==> config.mk <==
export PLATFORM = sky130hd
export DESIGN_NAME = triangle_cull_and_scan_convert
export DESIGN_NICKNAME = d
export VERILOG_FILES = /design/src/sv/tcsc_pkg.sv /design/src/sv/triangle_cull_and_scan_convert.sv
export SDC_FILE = /design/constraint.sdc
export NUM_CORES = 2
export LEC_CHECK = 0
export BUFFER_PORTS_ARGS = -buffer_cell sky130_fd_sc_hd__buf_2
export CAP_MARGIN = 5
export CORE_MARGIN = 10
export CORE_UTILIZATION = 25
export DETAILED_ROUTE_END_ITERATION = 8
export PLACE_DENSITY = 0.41
export RECOVER_POWER = 50
export SETUP_SLACK_MARGIN = 0.1
export SYNTH_ARGS = -nofsm -noshare
export SYNTH_HDL_FRONTEND = slang
export SYNTH_SLANG_ARGS = --single-unit
==> constraint.sdc <==
create_clock -name clk -period 12.6 [get_ports clk]
set_input_delay 1.89 -clock clk [delete_from_list [all_inputs] [get_ports clk]]
set_output_delay 1.89 -clock clk [all_outputs]
set_load 0.05 [all_outputs]
==> src/sv/tcsc_pkg.sv <==
// Shared constants and types for the triangle cull and span generator.
// No dependencies; imported by the top level and its checker.
package tcsc_pkg;

	localparam int SCREEN_W = 128;
	localparam int SCREEN_H = 64;

	// Coordinate, edge accumulator and divider widths
	localparam int CW   = 16;
	localparam int EW   = 36;
	localparam int QW   = 32;
	localparam int DW   = 17;
	localparam int FW   = 16;
	localparam int YW   = 18;
	localparam int PW   = 20;
	localparam int CNTW = $clog2(QW);

	// Sequencer states, one-hot
	typedef enum logic [9:0] {
		ST_IDLE  = 10'b0000000001,
		ST_MUL1  = 10'b0000000010,
		ST_MUL2  = 10'b0000000100,
		ST_CMP   = 10'b0000001000,
		ST_SORT1 = 10'b0000010000,
		ST_SORT2 = 10'b0000100000,
		ST_SORT3 = 10'b0001000000,
		ST_DSET  = 10'b0010000000,
		ST_DIV   = 10'b0100000000,
		ST_WALK  = 10'b1000000000
	} state_t;

	// Edge selected for the divider
	typedef enum logic [1:0] {
		EDGE_TB = 2'd0,
		EDGE_TM = 2'd1,
		EDGE_MB = 2'd2
	} edge_sel_t;

endpackage

==> src/sv/triangle_cull_and_scan_convert.sv <==
// Triangle cull and scanline span generator. One triangle is taken while in_ready is high;
// the block then stays busy for the cull test and sort, for edge setup on one shared
// 1-bit-per-cycle restoring divider (three 32-bit divisions), for the walk of each row
// from the top vertex y to min(bottom y, SCREEN_H-1) and for a closing step, plus any
// cycles spent waiting on out_ready. Rows above the screen are walked too, one per cycle.
// A culled triangle returns to idle after the cull test. Each visible row yields one
// span word; last_span marks the final one. Depends on tcsc_pkg.
module triangle_cull_and_scan_convert import tcsc_pkg::*; (
	input  logic               clk,
	input  logic               arst_n,
	input  logic               in_valid,
	output logic               in_ready,
	input  logic signed [15:0] a_x,
	input  logic signed [15:0] a_y,
	input  logic signed [15:0] b_x,
	input  logic signed [15:0] b_y,
	input  logic signed [15:0] c_x,
	input  logic signed [15:0] c_y,
	input  logic        [7:0]  shade,
	output logic               out_valid,
	input  logic               out_ready,
	output logic        [5:0]  row,
	output logic        [7:0]  left_x,
	output logic signed [7:0]  right_x,
	output logic        [20:0] fill_color,
	output logic               last_span
);

	state_t state_q;
	edge_sel_t sel_q;

	logic signed [CW-1:0] x1_q, y1_q, x2_q, y2_q, x3_q, y3_q;
	logic [7:0] shade_q;
	logic signed [2*YW-1:0] p1_q, p2_q;
	logic [DW:0] rem_q;
	logic [QW-1:0] quo_q;
	logic [DW-1:0] den_q;
	logic neg_q;
	logic [CNTW-1:0] cnt_q;
	logic signed [EW-1:0] s_tb_q, s_tm_q, s_mb_q, e1_q, e2_q;
	logic signed [YW-1:0] ycur_q;
	logic out_valid_q;

	// Shared multiplier for the winding test
	logic signed [YW-1:0] mul_a, mul_b;
	logic signed [2*YW-1:0] prod;
	always_comb begin
		if (state_q == ST_MUL1) begin
			mul_a = YW'(x2_q) - YW'(x1_q) + YW'(1);
			mul_b = YW'(y3_q) - YW'(y1_q) + YW'(1);
		end else begin
			mul_a = YW'(x3_q) - YW'(x1_q) + YW'(1);
			mul_b = YW'(y2_q) - YW'(y1_q) + YW'(1);
		end
	end
	assign prod = mul_a * mul_b;

	// Divider operands for the selected edge
	logic signed [CW:0] ddx, ddy;
	logic [CW:0] dmag;
	always_comb begin
		unique case (sel_q)
			EDGE_TB: begin
				ddx = (CW+1)'(x3_q) - (CW+1)'(x1_q);
				ddy = (CW+1)'(y3_q) - (CW+1)'(y1_q);
			end
			EDGE_TM: begin
				ddx = (CW+1)'(x2_q) - (CW+1)'(x1_q);
				ddy = (CW+1)'(y2_q) - (CW+1)'(y1_q);
			end
			default: begin
				ddx = (CW+1)'(x3_q) - (CW+1)'(x2_q);
				ddy = (CW+1)'(y3_q) - (CW+1)'(y2_q);
			end
		endcase
		dmag = ddx[CW] ? -ddx : ddx;
	end

	// One restoring divide step
	logic [DW:0] trial, rem_nx;
	logic qbit;
	logic [QW-1:0] quo_nx;
	logic signed [EW-1:0] q_ext, slope_nx;
	always_comb begin
		trial = {rem_q[DW-1:0], quo_q[QW-1]};
		qbit = (trial >= {1'b0, den_q});
		rem_nx = qbit ? trial - {1'b0, den_q} : trial;
		quo_nx = {quo_q[QW-2:0], qbit};
		q_ext = EW'(quo_nx);
		slope_nx = neg_q ? -q_ext : q_ext;
	end

	// Span of the current row
	logic signed [PW-1:0] fl1, fl2, lo, hi;
	logic signed [PW-1:0] lcl, rcl;
	logic out_free, row_vis, walk_done, is_last, span_load;
	always_comb begin
		fl1 = e1_q[EW-1:FW];
		fl2 = e2_q[EW-1:FW];
		lo = (fl1 > fl2) ? fl2 : fl1;
		hi = (fl1 > fl2) ? fl1 : fl2;
		lcl = lo;
		if (lo < 0) lcl = '0;
		if (lo >= PW'(SCREEN_W)) lcl = PW'(SCREEN_W);
		rcl = hi;
		if (hi < 0) rcl = -PW'(1);
		if (hi >= PW'(SCREEN_W)) rcl = PW'(SCREEN_W - 1);
		out_free = !out_valid_q || out_ready;
		walk_done = (ycur_q > YW'(y3_q)) || (ycur_q >= YW'(SCREEN_H));
		row_vis = (ycur_q >= 0);
		is_last = (ycur_q == YW'(y3_q)) || (ycur_q == YW'(SCREEN_H - 1));
		span_load = (state_q == ST_WALK) && !walk_done && row_vis && out_free;
	end

	assign in_ready = (state_q == ST_IDLE);
	assign out_valid = out_valid_q;

	// Sequencer and control state
	always_ff @(posedge clk or negedge arst_n) begin
		if (!arst_n) begin
			state_q <= ST_IDLE;
			sel_q <= EDGE_TB;
			cnt_q <= '0;
			out_valid_q <= 1'b0;
		end else begin
			// Raise on a new span word, hold until accepted
			out_valid_q <= span_load || (out_valid_q && !out_ready);
			unique case (state_q)
				ST_IDLE: if (in_valid) state_q <= ST_MUL1;
				ST_MUL1: state_q <= ST_MUL2;
				ST_MUL2: state_q <= ST_CMP;
				ST_CMP: state_q <= (p1_q < p2_q) ? ST_SORT1 : ST_IDLE;
				ST_SORT1: state_q <= ST_SORT2;
				ST_SORT2: state_q <= ST_SORT3;
				ST_SORT3: begin
					state_q <= ST_DSET;
					sel_q <= EDGE_TB;
				end
				ST_DSET: begin
					state_q <= ST_DIV;
					cnt_q <= '0;
				end
				ST_DIV: begin
					cnt_q <= cnt_q + CNTW'(1);
					if (cnt_q == CNTW'(QW - 1)) begin
						if (sel_q == EDGE_MB) begin
							state_q <= ST_WALK;
						end else begin
							state_q <= ST_DSET;
							sel_q <= (sel_q == EDGE_TB) ? EDGE_TM : EDGE_MB;
						end
					end
				end
				ST_WALK: if (walk_done) state_q <= ST_IDLE;
				default: state_q <= ST_IDLE;
			endcase
		end
	end

	// Datapath registers
	always_ff @(posedge clk) begin
		unique case (state_q)
			ST_IDLE: if (in_valid) begin
				x1_q <= a_x; y1_q <= a_y;
				x2_q <= b_x; y2_q <= b_y;
				x3_q <= c_x; y3_q <= c_y;
				shade_q <= shade;
			end
			ST_MUL1: p1_q <= prod;
			ST_MUL2: p2_q <= prod;
			ST_SORT1, ST_SORT3: if (y1_q > y2_q) begin
				x1_q <= x2_q; x2_q <= x1_q;
				y1_q <= y2_q; y2_q <= y1_q;
			end
			ST_SORT2: if (y2_q > y3_q) begin
				x2_q <= x3_q; x3_q <= x2_q;
				y2_q <= y3_q; y3_q <= y2_q;
			end
			ST_DSET: begin
				rem_q <= '0;
				quo_q <= {dmag[CW-1:0], {FW{1'b0}}};
				den_q <= (ddy == 0) ? DW'(1 << FW) : ddy[DW-1:0];
				neg_q <= ddx[CW];
			end
			ST_DIV: begin
				rem_q <= rem_nx;
				quo_q <= quo_nx;
				if (cnt_q == CNTW'(QW - 1)) begin
					unique case (sel_q)
						EDGE_TB: s_tb_q <= slope_nx;
						EDGE_TM: s_tm_q <= slope_nx;
						default: s_mb_q <= slope_nx;
					endcase
					// Set up the walk at the top vertex
					if (sel_q == EDGE_MB) begin
						e1_q <= (y1_q == y2_q) ? EW'(x2_q) <<< FW : EW'(x1_q) <<< FW;
						e2_q <= EW'(x1_q) <<< FW;
						ycur_q <= YW'(y1_q);
					end
				end
			end
			ST_WALK: begin
				if (!walk_done && (!row_vis || out_free)) begin
					if (row_vis) begin
						row <= ycur_q[5:0];
						left_x <= lcl[7:0];
						right_x <= rcl[7:0];
						fill_color <= {shade_q[7:3], 2'b00, shade_q[7:2], shade_q};
						last_span <= is_last;
					end
					e1_q <= e1_q + ((ycur_q < YW'(y2_q)) ? s_tm_q : s_mb_q);
					e2_q <= e2_q + s_tb_q;
					ycur_q <= ycur_q + YW'(1);
				end
			end
			default: ;
		endcase
	end

endmodule

==> flow_metrics.tcl <==
set metrics [dict create \
    fin_crit_sh 0.827 \
    top_usage_layer "met2" \
    cts_root_buffer "clkbuf_16" \
    drive_above_1_share 0.0743 \
    cts_buffers 60 \
    synth_cells 4769 \
    max_stage_delay_ns 0.72 \
    first_iter_violations 2375 \
    grt_overflow_total 0 \
    insertion_delay_ns 0.69 \
    ys_seq_area_frac 0.314 \
    period_needed_ns 10.42 \
    die_area_um2 204000 \
    slowest_stage "a311oi_1" \
    h-tree-depth 2 \
    first_global_vias 35110 \
    synthFlopType "edfxtp_1" \
    final_core_util 0.282 \
    final-setup-viol-count 0 \
    clock_skew_ns 0.0373 \
    synthArstFlopShare 0.0367 \
    cap_violations 14 \
    netlist.top_cell.by_area "edfxtp_1" \
    grt_usage 0.150 \
    crit_family "adder cells" \
    cts_buffer_depth 3 \
    hold_buffers 0 \
    ant_nets 0 \
    fp.dieW_um 451 \
    gp_congestion 0.916 \
    finalHoldViolCount 0 \
    ios 154 \
    worstHoldStart "shade_q[3]$_DFFE_PP_" \
    setup.worst_path.class "reg -> reg" \
    r2r_start "y1_q[1]$_DFFE_PP_" \
    synth_top_cell_area_share 0.305 \
    timing.rr.end "p2_q[32]$_DFFE_PP_" \
    viasPerCell 4.68 \
    cp.required_ns 13.03 \
    port_buffers 151 \
    rsz0062_at_grt "no" \
    worstHoldPathCells 0 \
    grt_pass1_wl_mm 231 \
    syn_area_um2 46500 \
    synth_area_leaders "edfxtp_1, fa_1, ha_1" \
    worst_slew_pin_slew_ns 5.71 \
    path_buf_inv 7 \
    critPathCaptureType "flop" \
    status "finished, violations left" \
    hp-class "reg -> reg" \
    ys_ff_latch 490 \
    wl_mm 157 \
    rr_worst_depth 37 \
    cts_tree "done" \
    critPathMaxFanout 9 \
    grt_antenna_before_repair 17 \
    critPathLaunchType "flop" \
    ff2ff_setup_slack_ns 2.18 \
    grt_max_degree 97 \
    clock_sinks 490 \
    synth-edff-count 472 \
    final-max-slew-violation-count 601 \
    drc 0 \
    use_met2 0.238 \
    cts-resized-gates 0 \
    stdcell_count 7441 \
    firstDrtPassIters 6 \
    vias 34789 \
    min_to "fill_color[16]$_DFFE_PP_" \
    area_delta_synth_final_pct 12.2 \
    fin_tns_setup_ns 0 \
    violations "capacitance limit, slew limit" \
    die_y_um 451 \
    use_met1 0.205 \
    avgSynthCellArea_um2 9.75 \
    use_met3 0.0294 \
    nets 5832 \
    post-place-cells 7321 \
    core.rowCount 158 \
    place_hpwl_mm 127 \
    synth_cell_types 89 \
    wl_per_cell_um 21.0 \
    core_area_um2 185000 \
    initial_utilization 0.251 \
    relSlewSlack -2.81 \
    cts_setup_buffers 0 \
    fmax_mhz 96.0 \
    clkTransAtPathRegs_ns 0.06 \
    worst_ep_arrival_time_ns 10.85 \
    ys_warn_count 0 \
]
-- layout by cell type (no fill, tap or decap), types with 26 or more instances in the layout --
cell,n
a211oi_1,32
a21o_1,106
a21oi_1,230
a22oi_1,36
and2_1,61
and3_1,26
buf_2,107
buf_4,45
clkbuf_1,67
clkbuf_16,61
edfxtp_1,472
fa_1,365
ha_1,455
inv_1,633
mux2_2,71
mux2i_1,41
nand2_1,591
nand2b_1,43
nand3_1,51
nand4_1,42
nor2_1,293
nor2b_1,63
nor3_1,65
o211ai_1,31
o21a_1,42
o21ai_0,228
o31ai_1,26
or3_1,30
xnor2_1,165
xor2_1,103
-- metal layers --
layer  vias up  wire, um  part of all wire
li1      16644         -                 -
met1     17171     72000              0.46
met2       800     71000              0.45
met3       172      8880             0.057
met4         2      4620             0.030
met5         -        15          0.000096
-- registers in the layout, summed over array words and instances (netlist names), 10 cells and up --
name     flops
p2_q        36
state_q     10
s_tm_q      36
y2_q        16
s_mb_q      36
e2_q        36
y1_q        16
rem_q       17
e1_q        36
den_q       17
x1_q        16
s_tb_q      36
p1_q        36
ycur_q      18
y3_q        16
x2_q        16
quo_q       32
x3_q        16
-- stage by stage --
step	hold WS, ns	worst slack (ns)	area (um2)
after floorplan	0.400	3.53	46500
after global placement	0.403	2.44	50300
after detailed placement	0.410	2.36	50300
after CTS	0.425	2.34	52300
after global routing	0.429	1.51	52200
final	0.422	2.18	52200
-- Yosys cell counts (all sizes together), types with 8 or more instances --
cell type / n
nor3b: 12
o41ai: 9
nand2b: 44
nor2: 296
clkbuf: 106
xnor2: 165
nand4: 42
o2111ai: 8
edfxtp: 472
mux2i: 44
a211o: 10
a21boi: 13
fa: 365
o31ai: 27
or2: 16
a211oi: 32
nor2b: 64
a22oi: 36
mux2: 76
o21a: 42
a21oi: 234
o211ai: 31
and3: 26
or4: 8
nand2: 591
a41oi: 8
a31oi: 24
nand3: 52
and2: 68
ha: 455
o21ai: 249
inv: 634
o31a: 12
nand3b: 10
o21bai: 17
xor2: 103
a31o: 11
nor4: 24
or3: 30
dfrtp: 17
buf: 33
nor3: 65
a21o: 107
-- worst register-to-register path: cells and delay by family, from the launching register on --
kind | cells | cell delay [ns]
and+or+nand+nor | 3 | 0.61
buffers and inverters | 7 | 0.55
adders and majority gates | 10 | 4.28
AOI/OAI and AO/OA | 15 | 4.04
xor gates and xnor gates | 2 | 0.24
DFF | 1 | 0.44
-- area by class of cell --
type | count | area, um2
diodes | 6 | 15.0
clock buffers | 69 | 1560
clock inverters | 44 | 439
fillers | 19768 | 133000
inverters | 634 | 2380
multi-input cells | 3507 | 29000
flip-flops and latches | 490 | 14600
well taps | 2480 | 3100
repair buffers | 211 | 1090
-- worst max path at each step --
stage | slack (ns) | endpoint | cells past startpoint | start
global placement | 2.44 | p1_q[32]$_DFFE_PP_ | 37 | y1_q[1]$_DFFE_PP_
global route | 1.51 | p1_q[33]$_DFFE_PP_ | 23 | state_q[0]$_DFFE_PN1P_
CTS | 2.34 | p2_q[32]$_DFFE_PP_ | 37 | y1_q[1]$_DFFE_PP_
floorplan | 3.53 | p1_q[33]$_DFFE_PP_ | 36 | y1_q[1]$_DFFE_PP_
detailed placement | 2.36 | p2_q[32]$_DFFE_PP_ | 37 | y1_q[1]$_DFFE_PP_
finish | 2.18 | p2_q[32]$_DFFE_PP_ | 37 | y1_q[1]$_DFFE_PP_
-- logic make-up after synthesis --
kind of cell	after synthesis	synth area share
and+or+nand+nor	1359	0.133
muxes	120	0.0280
AOI/OAI and AO/OA	938	0.130
adders and majority gates	820	0.280
DFF	490	0.314
xor gates and xnor gates	268	0.0505
other	1	0.0000806
buffers and inverters	773	0.0641
Power is not shown: default switching activity piles up to over one toggle a cycle in this logic, so the estimate is an artifact.
